[src/design/pfdd_pkg.sv]
// Shared types and constants for the PWM duty dither unit.
// No dependencies; imported by every module of the block.
`timescale 1ns / 1ps

package pfdd_pkg;

  localparam int CHANNELS     = 16;
  localparam int CH_W         = 4;
  localparam int DEV_W        = 7;
  localparam int REG_W        = 7;
  localparam int COUNT_W      = 12;
  localparam int LOAD_W       = 14;
  localparam int EXACT_W      = 16;
  localparam int CTR_W        = 3;
  localparam int IN_DATA_W    = 40;
  localparam int OUT_DATA_W   = 32;

  localparam logic [COUNT_W-1:0] MAX_COUNT    = 12'd4095;
  localparam logic [REG_W-1:0]   FIRST_REG    = 7'h06;
  localparam logic [CTR_W:0]     COUNTER_WRAP = 4'd4;
  localparam logic [DEV_W-1:0]   DEV_RESET    = 7'd64;

  typedef enum logic [1:0] {
    OP_SET_LOAD  = 2'd0,
    OP_SET_EXACT = 2'd1,
    OP_UPDATE    = 2'd2
  } op_t;

  // One channel's stored record
  typedef struct packed {
    logic [LOAD_W-1:0]  duty;
    logic [EXACT_W-1:0] last;
    logic [CTR_W-1:0]   ctr;
  } chan_rec_t;

  // Outcome of one item
  typedef struct packed {
    logic               emit;
    logic               wr;
    chan_rec_t          rec;
    logic [COUNT_W-1:0] off_count;
  } upd_res_t;

endpackage

[src/design/pwm_fractional_duty_dither_unit.sv]
// PWM fractional duty dither unit, top level.
// Path from input beat to result beat: record read (registered), then modify/write-back into the output register.
// A new item is taken only once the current item's write-back completes.
// Reset (synchronous, rst_n low): device address to 64, all channel records read as zero.
// A waiting result beat stalls the next item's write-back only when that item emits.
`timescale 1ns / 1ps

module pwm_fractional_duty_dither_unit
  import pfdd_pkg::*;
(
  input  logic                  clk,
  input  logic                  rst_n,
  // operation[1:0], channel[6:2], scaled_load[20:7], exact_count[36:21], zero pad
  input  logic [IN_DATA_W-1:0]  in_tdata,
  input  logic                  in_tvalid,
  output logic                  in_tready,
  // bus_device[6:0], reg_address[13:7], off_count[25:14], zero pad
  output logic [OUT_DATA_W-1:0] out_tdata,
  output logic                  out_tvalid,
  input  logic                  out_tready,
  input  logic                  cfg_we,
  input  logic [DEV_W-1:0]      cfg_wdata
);

  logic [DEV_W-1:0]    dev_addr_r;
  logic                busy_r;
  logic                drop_r;
  logic [1:0]          op_r;
  logic [CH_W-1:0]     ch_r;
  logic [LOAD_W-1:0]   load_r;
  logic [EXACT_W-1:0]  exact_r;
  logic                out_valid_r;
  logic [OUT_DATA_W-1:0] out_data_r;

  logic                in_fire;
  logic [4:0]          in_ch;
  logic                done;
  logic                slot_free;
  chan_rec_t           rd_rec;
  upd_res_t            res;
  logic [REG_W-1:0]    reg_addr;

  assign in_tready = !busy_r;
  assign in_fire   = in_tvalid && in_tready;
  assign in_ch     = in_tdata[6:2];
  assign slot_free = !out_valid_r || out_tready;
  assign done      = busy_r && (!res.emit || slot_free);

  // Configuration register
  always_ff @(posedge clk) begin
    if (!rst_n) begin
      dev_addr_r <= DEV_RESET;
    end else if (cfg_we) begin
      dev_addr_r <= cfg_wdata;
    end
  end

  // Item in flight: hold until its write-back completes
  always_ff @(posedge clk) begin
    if (!rst_n) begin
      busy_r <= 1'b0;
    end else if (in_fire) begin
      busy_r <= 1'b1;
    end else if (done) begin
      busy_r <= 1'b0;
    end
  end

  // Capture the item; an unused operation falls to the modify step's default arm
  always_ff @(posedge clk) begin
    if (in_fire) begin
      op_r    <= in_tdata[1:0];
      ch_r    <= in_ch[CH_W-1:0];
      drop_r  <= ({27'd0, in_ch} >= CHANNELS);
      load_r  <= in_tdata[20:7];
      exact_r <= in_tdata[36:21];
    end
  end

  pfdd_chan_ram u_ram (
    .clk     (clk),
    .rst_n   (rst_n),
    .rd_en   (in_fire),
    .rd_addr (in_ch[CH_W-1:0]),
    .wr_en   (done && res.wr),
    .wr_addr (ch_r),
    .wr_data (res.rec),
    .rd_data (rd_rec)
  );

  pfdd_update u_upd (
    .drop        (drop_r),
    .op          (op_r),
    .scaled_load (load_r),
    .exact_count (exact_r),
    .rec         (rd_rec),
    .res         (res)
  );

  assign reg_addr = FIRST_REG + {1'b0, ch_r, 2'b00};

  // Output register: load on an emitting item, drop on take
  always_ff @(posedge clk) begin
    if (!rst_n) begin
      out_valid_r <= 1'b0;
    end else if (done && res.emit) begin
      out_valid_r <= 1'b1;
    end else if (out_tready) begin
      out_valid_r <= 1'b0;
    end
  end

  always_ff @(posedge clk) begin
    if (done && res.emit) begin
      out_data_r <= {6'd0, res.off_count, reg_addr, dev_addr_r};
    end
  end

  assign out_tvalid = out_valid_r;
  assign out_tdata  = out_data_r;

endmodule

[src/design/pfdd_chan_ram.sv]
// Channel record memory: one read and one write port, registered read data.
// Entries never written since reset read as zero. Depends on pfdd_pkg.
`timescale 1ns / 1ps

module pfdd_chan_ram
  import pfdd_pkg::*;
(
  input  logic            clk,
  input  logic            rst_n,
  input  logic            rd_en,
  input  logic [CH_W-1:0] rd_addr,
  input  logic            wr_en,
  input  logic [CH_W-1:0] wr_addr,
  input  chan_rec_t       wr_data,
  output chan_rec_t       rd_data
);

  chan_rec_t             mem [CHANNELS];
  logic [CHANNELS-1:0]   vld_r;
  chan_rec_t             rd_data_r;
  logic                  rd_vld_r;

  // Write port
  always_ff @(posedge clk) begin
    if (wr_en) begin
      mem[wr_addr] <= wr_data;
    end
  end

  // Track written entries
  always_ff @(posedge clk) begin
    if (!rst_n) begin
      vld_r <= '0;
    end else if (wr_en) begin
      vld_r[wr_addr] <= 1'b1;
    end
  end

  // Read port, registered; hold data between reads
  always_ff @(posedge clk) begin
    if (!rst_n) begin
      rd_vld_r <= 1'b0;
    end else if (rd_en) begin
      rd_vld_r <= vld_r[rd_addr];
    end
  end

  always_ff @(posedge clk) begin
    if (rd_en) begin
      rd_data_r <= mem[rd_addr];
    end
  end

  assign rd_data = rd_vld_r ? rd_data_r : '0;

endmodule

[src/design/pfdd_update.sv]
// Per-item modify step: new record, write-back and result count.
// Depends on pfdd_pkg.
`timescale 1ns / 1ps

module pfdd_update
  import pfdd_pkg::*;
(
  input  logic               drop,
  input  logic [1:0]         op,
  input  logic [LOAD_W-1:0]  scaled_load,
  input  logic [EXACT_W-1:0] exact_count,
  input  chan_rec_t          rec,
  output upd_res_t           res
);

  logic [CTR_W:0]     cnt;
  logic [CTR_W:0]     cnt_wrap;
  logic [1:0]         frac;
  logic [COUNT_W:0]   target;

  // Dither target for an update
  always_comb begin
    cnt      = {1'b0, rec.ctr} + 1'b1;
    cnt_wrap = (cnt > COUNTER_WRAP) ? '0 : cnt;
    frac     = rec.duty[1:0];
    target   = {1'b0, rec.duty[LOAD_W-1:2]} + {{COUNT_W{1'b0}}, (cnt_wrap < {2'b00, frac})};
  end

  // Select the action for the operation
  always_comb begin
    res           = '0;
    res.rec       = rec;
    if (!drop) begin
      case (op_t'(op))
        OP_SET_LOAD: begin
          res.emit      = 1'b1;
          res.wr        = 1'b1;
          res.rec.duty  = scaled_load;
          res.rec.last  = {{(EXACT_W-COUNT_W){1'b0}}, scaled_load[LOAD_W-1:2]};
          res.off_count = scaled_load[LOAD_W-1:2];
        end
        OP_SET_EXACT: begin
          res.emit      = 1'b1;
          res.wr        = 1'b1;
          res.rec.last  = exact_count;
          res.off_count = (exact_count > {4'd0, MAX_COUNT}) ? MAX_COUNT
                                                          : exact_count[COUNT_W-1:0];
        end
        OP_UPDATE: begin
          res.wr        = 1'b1;
          res.rec.ctr   = cnt_wrap[CTR_W-1:0];
          res.emit      = (rec.last != {{(EXACT_W-COUNT_W-1){1'b0}}, target});
          if (res.emit) begin
            res.rec.last = {{(EXACT_W-COUNT_W-1){1'b0}}, target};
          end
          res.off_count = target[COUNT_W] ? MAX_COUNT : target[COUNT_W-1:0];
        end
        default: begin
          res = '0;
        end
      endcase
    end
  end

endmodule

[config.mk]
export PLATFORM = sky130hd
export DESIGN_NAME = pwm_fractional_duty_dither_unit
export DESIGN_NICKNAME = d
export VERILOG_FILES = /design/src/design/pfdd_pkg.sv /design/src/design/pwm_fractional_duty_dither_unit.sv /design/src/design/pfdd_chan_ram.sv /design/src/design/pfdd_update.sv
export SDC_FILE = /design/constraint.sdc
export NUM_CORES = 1
export LEC_CHECK = 0
export ABC_AREA = 0
export BUFFER_PORTS_ARGS = -buffer_cell sky130_fd_sc_hd__buf_4
export CORE_ASPECT_RATIO = 0.7
export CORE_MARGIN = 4
export CORE_UTILIZATION = 55
export DETAILED_ROUTE_END_ITERATION = 10
export GPL_ROUTABILITY_DRIVEN = 0
export PLACE_DENSITY_LB_ADDON = 0.3
export REMOVE_ABC_BUFFERS = 1
export SLEW_MARGIN = 20
export SYNTH_ARGS = -nofsm -noshare
export SYNTH_HDL_FRONTEND = slang
export SYNTH_SLANG_ARGS = --single-unit
[constraint.sdc]
create_clock -name clk -period 9.45 [get_ports clk]
set_input_delay 0.4725 -clock clk [delete_from_list [all_inputs] [get_ports clk]]
set_output_delay 0.4725 -clock clk [all_outputs]
set_load 0.005 [all_outputs]
=== Word-level counts from Yosys, hierarchy flattened ===
Memory sizes are Yosys's and may differ from the RTL's. A register that Yosys moved wholly into a read port is not among the register bits.
Cells that the tools add are included.

* Add/sub/neg operators: 3
* Order comparisons: 7
* Equal/unequal tests: 3
* Multiplexer cells: 21
* Bitwise operators: 1
* Reductions and logical operators: 15

{| class="wikitable"
|+ Operators with widths
! cell !! number
|-
| 16-bit case mux with 3 select lines || 1
|-
| 47-bit 2-to-1 mux || 1
|-
| 12-bit case mux with 3 select lines || 1
|-
| 33-bit 2-to-1 mux || 1
|-
| 14-bit case mux with 2 select lines || 1
|-
| 12-bit 2-to-1 mux || 2
|-
| 16-bit by 12-bit greater-than comparator with 1-bit output, second input constant || 1
|-
| 16-bit 2-to-1 mux || 1
|-
| 16-bit by 13-bit != test with 1-bit output || 1
|-
| 16-bit bitwise OR || 1
|-
| 12-bit by 1-bit adder with 13-bit output || 1
|-
| 4-bit by 5-bit < comparator with 1-bit output, second input constant || 2
|-
| 1-bit 2-to-1 mux || 8
|-
| 3-bit by 6-bit adder with 7-bit output, first input constant || 1
|-
| 3-bit case mux with 2 select lines || 1
|-
| 5-bit >= comparator, second input constant || 1
|-
| 1-bit logical AND || 5
|-
| 3-bit by 1-bit adder with 4-bit output, second input constant || 1
|-
| 1-bit binary-select mux with 4-bit select || 1
|-
| 1-bit demux with 4-bit select || 1
|-
| 4-bit by 1-bit >= comparator with 1-bit output, second input constant || 1
|-
| 4-bit by 3-bit greater-than comparator with 1-bit output, second input constant || 1
|-
| 4-bit by 2-bit < comparator with 1-bit output || 1
|-
| 4-bit 2-to-1 mux || 1
|-
| 8 further kinds || 13
|}

* Bits in registers: 89
* Memory bits (writable): 528
* Output and inout port bits: 34
* Word-level logic and storage cells: 63
* Memories: 1

{| class="wikitable"
|+ Memories
! memory !! words !! width !! read ports !! clocked after Yosys merged registers in !! wr ports !! line !! RTL
|-
| u_ram.mem || 16 || 33 || 1 || 1 || 1 || pfdd_chan_ram.sv:18 || <nowiki>chan_rec_t mem [CHANNELS];</nowiki>
|}

=== Logic depth before layout (Yosys ltp) ===
* Depth after elaboration: 16
* Depth in mapped cells: 18
* Gate-level depth less buffers: 12

=== By module ===
A second synthesis with hierarchy kept.

* Cells, all modules: 1270
* Area, all modules: 25719.7 um2

{| class="wikitable"
|+ By module, submodules not included
! module !! times used !! cells each !! area each (um2) !! seq. area each (um2)
|-
| pfdd_chan_ram || 1 || 875 || 21729.6 || 17186.5
|-
| pwm_fractional_duty_dither_unit || 1 || 113 || 2314.7 || 2011.9
|-
| pfdd_update || 1 || 282 || 1675.4 || 0.0
|}

=== Worst setup path before layout ===
Ideal clock, no wire load.

* Path type: register to register
* Start: reg u_ram.rd_vld_r
* End: mem u_ram.mem[11][0] (netlist name), enable pin
* Setup time: 0.506 ns
* Arrival time: 6.941 ns
* Required time: 8.944 ns
* Path slack: 2.003 ns
* Stages on the path, launching flop included: 18
* Path buffers: 6
* Clock period less this slack: 7.447 ns
* Cells stage by stage: dfxtp_1 -> buf_2 -> buf_1 -> clkbuf_1 -> clkbuf_1 -> nand2_1 -> ha_1 -> a211oi_1 -> ha_1 -> or2_2 -> a2111oi_0 -> o22ai_1 -> nor4_1 -> a31oi_1 -> and2_1 -> buf_6 -> buf_6 -> nor4_1

* Longest elaborated chain between the ends: 15

{| class="wikitable"
|+ Ends and longest elaborated chain
! what !! line !! RTL
|-
| start: declaration || pfdd_chan_ram.sv:21 || <nowiki>logic rd_vld_r;</nowiki>
|-
| start signal: assignment || pfdd_chan_ram.sv:44 || <nowiki>rd_vld_r <= vld_r[rd_addr];</nowiki>
|-
| 33-bit 2-to-1 mux (*) || pfdd_chan_ram.sv:54 || <nowiki>assign rd_data = rd_vld_r ? rd_data_r : '0;</nowiki>
|-
| 3-bit by 1-bit adder with 4-bit output || pfdd_update.sv:23 || <nowiki>cnt = {1'b0, rec.ctr} + 1'b1;</nowiki>
|-
| 4-bit by 3-bit greater-than comparator with 1-bit output || pfdd_update.sv:24 || <nowiki>cnt_wrap = (cnt > COUNTER_WRAP) ? '0 : cnt;</nowiki>
|-
| 4-bit 2-to-1 mux || pfdd_update.sv:24 ||
|-
| 4-bit by 2-bit < comparator with 1-bit output || pfdd_update.sv:26 || <nowiki>target = {1'b0, rec.duty[LOAD_W-1:2]} + {{COUNT_W{1'b0}}, (cnt_wrap < {2'b00, frac})};</nowiki>
|-
| 12-bit by 1-bit adder with 13-bit output || pfdd_update.sv:26 ||
|-
| 16-bit by 13-bit != test with 1-bit output (*) || pfdd_update.sv:52 || <nowiki>res.emit = (rec.last != {{(EXACT_W-COUNT_W-1){1'b0}}, target});</nowiki>
|-
| 2-bit case mux with 2 select lines (*) || pfdd_update.sv:34 || <nowiki>case (op_t'(op))</nowiki>
|-
| 47-bit 2-to-1 mux (*) || pfdd_update.sv:33 || <nowiki>if (!drop) begin</nowiki>
|-
| 1-bit logical NOT (*) || pwm_fractional_duty_dither_unit.sv:47 || <nowiki>assign done = busy_r && (!res.emit || slot_free);</nowiki>
|-
| 1-bit logical OR (*) || pwm_fractional_duty_dither_unit.sv:47 ||
|-
| 1-bit logical AND (*) || pwm_fractional_duty_dither_unit.sv:47 ||
|-
| 1-bit logical AND (*) || pwm_fractional_duty_dither_unit.sv:85 || <nowiki>.wr_en (done && res.wr),</nowiki>
|-
| 1-bit 2-to-1 mux (*) || pfdd_chan_ram.sv:25 || <nowiki>if (wr_en) begin</nowiki>
|-
| 1-bit 2-to-1 mux (not written as such) (*) || pfdd_chan_ram.sv:26 || <nowiki>mem[wr_addr] <= wr_data;</nowiki>
|-
| end: declaration || pfdd_chan_ram.sv:18 ||
|}

Every way passes the cells marked *; elsewhere a longest branch is shown, timed or not.

=== Worst setup path after layout ===
* Start: reg u_ram.rd_vld_r
* End: mem u_ram.mem[10][18] (netlist name), enable pin

The elaborated chain is that of the path after synthesis.

==> impl_metrics.py <==
metrics = {
    "status": {
        "outcome": "finished, final reports clean",
    },
    "min_path": {
        "holdPathEnd": "load_r[2]$_DFFE_PP_",
        "hp-class": "in2reg",
        "worstHoldPathCells": 1,
        "hp-start": "in_tdata[9]",
    },
    "logic_synthesis": {
        "yosysMostFrequentCell": "edfxtp_1",
        "async_reset_ff_share_pct": 0,
        "seq_area_frac_synth_pct": 74.7,
        "synth_flop_cell": "edfxtp_1",
        "netlist_instances": 1256,
        "synth_top_cell_area_share_pct": 72.7,
        "synth-seq-cells": 648,
        "synth_area_per_cell_sq_um": 20.5,
        "synthDistinctLibCells": 60,
        "synth_top_area_cell": "edfxtp_1",
        "netlist_top_cells_count": "edfxtp_1, mux4_2, nand2_1",
        "ys_warn_count": 0,
        "syn_area_sq_um": 25700,
        "synth_edf_count": 622,
        "synth.area.top_cells": "edfxtp_1, mux4_2, dfxtp_1, nand2_1, clkbuf_1",
    },
    "timing": {
        "slew_viol_final": 0,
        "finalSetupViolations": 0,
        "fin_crit_sh_pct": 62.4,
        "min_period_ns": 5.90,
        "worst_pin_slew_ns": 1.10,
        "holdWs_ns": 0.0545,
        "max_freq_ghz": 0.169,
        "finalSetupTns_ns": 0,
        "relSlewSlack_pct": 26.4,
        "rsz0062_at_grt": "no",
        "final_hold_viol_count": 0,
        "skew_ns": 0.0142,
    },
    "route": {
        "firstDrtPassIters": 8,
        "drtAntennaViolNets": 0,
        "drc": 0,
        "wl_per_cell_um": 29.5,
        "drtIter0Drc": 1703,
        "finalWirelength_um": 58900,
        "vias": 12981,
        "via_per_inst": 6.49,
    },
    "clock_network": {
        "clk_pin_slew_worst_paths_ns": 0.06,
        "worstSkewPairLatency_ns": 0.59,
        "cts_buffers": 57,
        "cts_root_buf": "clkbuf_16",
        "h-tree-depth": 2,
        "cts_tree": "done",
        "cts_sinks": 648,
        "cts_setup_buffers": 0,
        "clk_path_buf_depth": 3,
        "ctsResizeCount": 0,
        "hold_buffers": 0,
    },
    "global_route": {
        "grt-ovfl-total": 0,
        "grt_max_degree": 72,
        "grt_pass1_wl_um": 87200,
        "grt_use_total_pct": 23.7,
        "antenna_found_initial": 0,
        "grt_pass1_vias": 13057,
    },
    "critical_path": {
        "crit_fanout": 41,
        "rrSetupSlack_ns": 3.55,
        "r2r-start": "u_ram.rd_vld_r$_SDFFE_PN0P_",
        "worst_ep_arrival_time_ns": 6.11,
        "reg2reg_depth": 14,
        "cp.required_ns": 9.66,
        "crit_path_end_kind": "flop",
        "reg2reg_to": "u_ram.mem[10][18]$_DFFE_PP_",
        "startpoint_type": "flop",
        "worstSetupPathType": "reg2reg",
    },
    "floorplan": {
        "die_area_sq_um": 50300,
        "coreArea_sq_um": 45600,
        "fp.dieW_um": 266,
        "die_h_um": 189,
        "ios": 86,
        "start_util_pct": 56.3,
        "rows": 65,
    },
    "power": {
        "leakagePower_uw": 0.00894,
        "p_per_area_nw_per_um2": 196,
        "peakVddDrop_mv": 0.155,
    },
    "placed_design": {
        "portBuffers": 74,
        "hpwl_um": 31000,
    },
    "final_layout": {
        "n_antenna_cell": 0,
        "layout-drive-gt1-share_pct": 29.2,
        "areaGrowthSynthToFinish_pct": 12.5,
        "num-nets-final": 1413,
    },
    "flow_run": {
        "drv_cap": 0,
    },
}
layout by cell type, fill, tap and decap left out, drive strengths merged, types with 3 or more instances in the layout:
master  instances
buf           117
o22ai           4
o211ai          4
o21ai          29
ha             12
nand3          14
edfxtp        622
a22oi          11
xnor2          13
a21oi          10
mux4          170
mux2i           9
nor3b           3
a21boi          9
bufinv          3
a22o            3
and2            6
a41oi           3
conb            8
a211oi          3
inv            19
clkbuf         67
nand4           7
or2             4
o41ai          11
nor3           10
nor2           12
nor4           12
o21a           10
nand2b          5
nand2          53
xor2            8
dfxtp          26
clkinv         34
a32o           14
nor2b          15
a31oi          13
routing by layer:
metal  wire, um  track usage (%)  vias up
li1           -                -     5396
met1      24000             36.1     6732
met2      27200             35.7      757
met3       6390             5.40       96
met4       1310             5.56        0
met5          0                0        -
layout make-up:
cell class | count | area, sq um
inverters | 17 | 63.8
repair buffers | 118 | 897
clock inverters | 40 | 270
clock buffers | 66 | 1480
flip-flops and latches | 648 | 19200
multi-input cells | 507 | 6260
fillers | 3005 | 16700
well taps | 603 | 754
state kept, by name, summed over array words and instances (netlist names):
register and cells:
load_r 14, u_ram.rd_data_r 33, dev_addr_r 7, u_ram.mem 528
u_ram.vld_r 16, out_tvalid 1, op_r 2, u_ram.rd_vld_r 1
out_tdata 24, busy_r 1, ch_r 4, drop_r 1
exact_r 16
stage by stage:
stage | cell area [sq um] | setup slack (ns) | total power [uW] | utilization [%] | cells
after floorplan | 25300 | 1.92 | 3390 | - | 1172
after global placement | 27100 | 4.00 | 3520 | 59.5 | 1892
after detailed placement | 27100 | 3.74 | 3520 | 59.5 | 1892
after CTS | 28900 | 3.70 | 5710 | 63.3 | 1998
after global routing | 28900 | 3.35 | 5870 | 63.4 | 1999
final | 28900 | 3.55 | 5670 | 63.4 | 1999
critical path, cell delays in order, from the launching register on:
cell	delay, ns
dfxtp_1	0.31
buf_4	0.38
nor3b_1	0.34
ha_1	0.29
a211oi_1	0.41
ha_1	0.37
or2_2	0.32
a2111oi_0	0.74
o22ai_1	0.21
nor4_1	0.29
a31oi_2	0.16
buf_4	0.25
and2_1	0.45
nor4_2	0.31
buf_4	0.63
worst max-delay path by stage:
stage                                     start                           to  slack, ns
CTS                 u_ram.rd_vld_r$_SDFFE_PN0P_  u_ram.mem[10][18]$_DFFE_PP_       3.70
floorplan           u_ram.rd_vld_r$_SDFFE_PN0P_   u_ram.mem[11][0]$_DFFE_PP_       1.92
detailed placement  u_ram.rd_vld_r$_SDFFE_PN0P_  u_ram.mem[10][16]$_DFFE_PP_       3.74
global placement    u_ram.rd_vld_r$_SDFFE_PN0P_  u_ram.mem[11][20]$_DFFE_PP_       4.00
finish              u_ram.rd_vld_r$_SDFFE_PN0P_  u_ram.mem[10][18]$_DFFE_PP_       3.55
global route        u_ram.rd_vld_r$_SDFFE_PN0P_  u_ram.mem[10][32]$_DFFE_PP_       3.35
cell families after synthesis:
| logic type | Yosys count | share of synthesized area (%) |
|---|---|---|
| multiplexers | 179 | 15.2 |
| flip-flops | 648 | 74.7 |
| adder cells (fa/ha/maj) | 12 | 0.584 |
| XOR/XNOR | 21 | 0.715 |
| AND/OR/NAND/NOR | 154 | 3.18 |
| other | 2 | 0.0292 |
| AO/OA/AOI/OAI | 133 | 3.76 |
| buffers and inverters | 107 | 1.81 |
where the power goes:
| part | internal, uW | switching [uW] | leakage [uW] |
|---|---|---|---|
| Sequential | 3170 | 34.6 | 0.00569 |
| Clock | 1200 | 1010 | 0.000875 |
| Combinational | 113 | 147 | 0.00238 |
| Total | 4480 | 1190 | 0.00894 |
(Power assumes the default switching activity.)
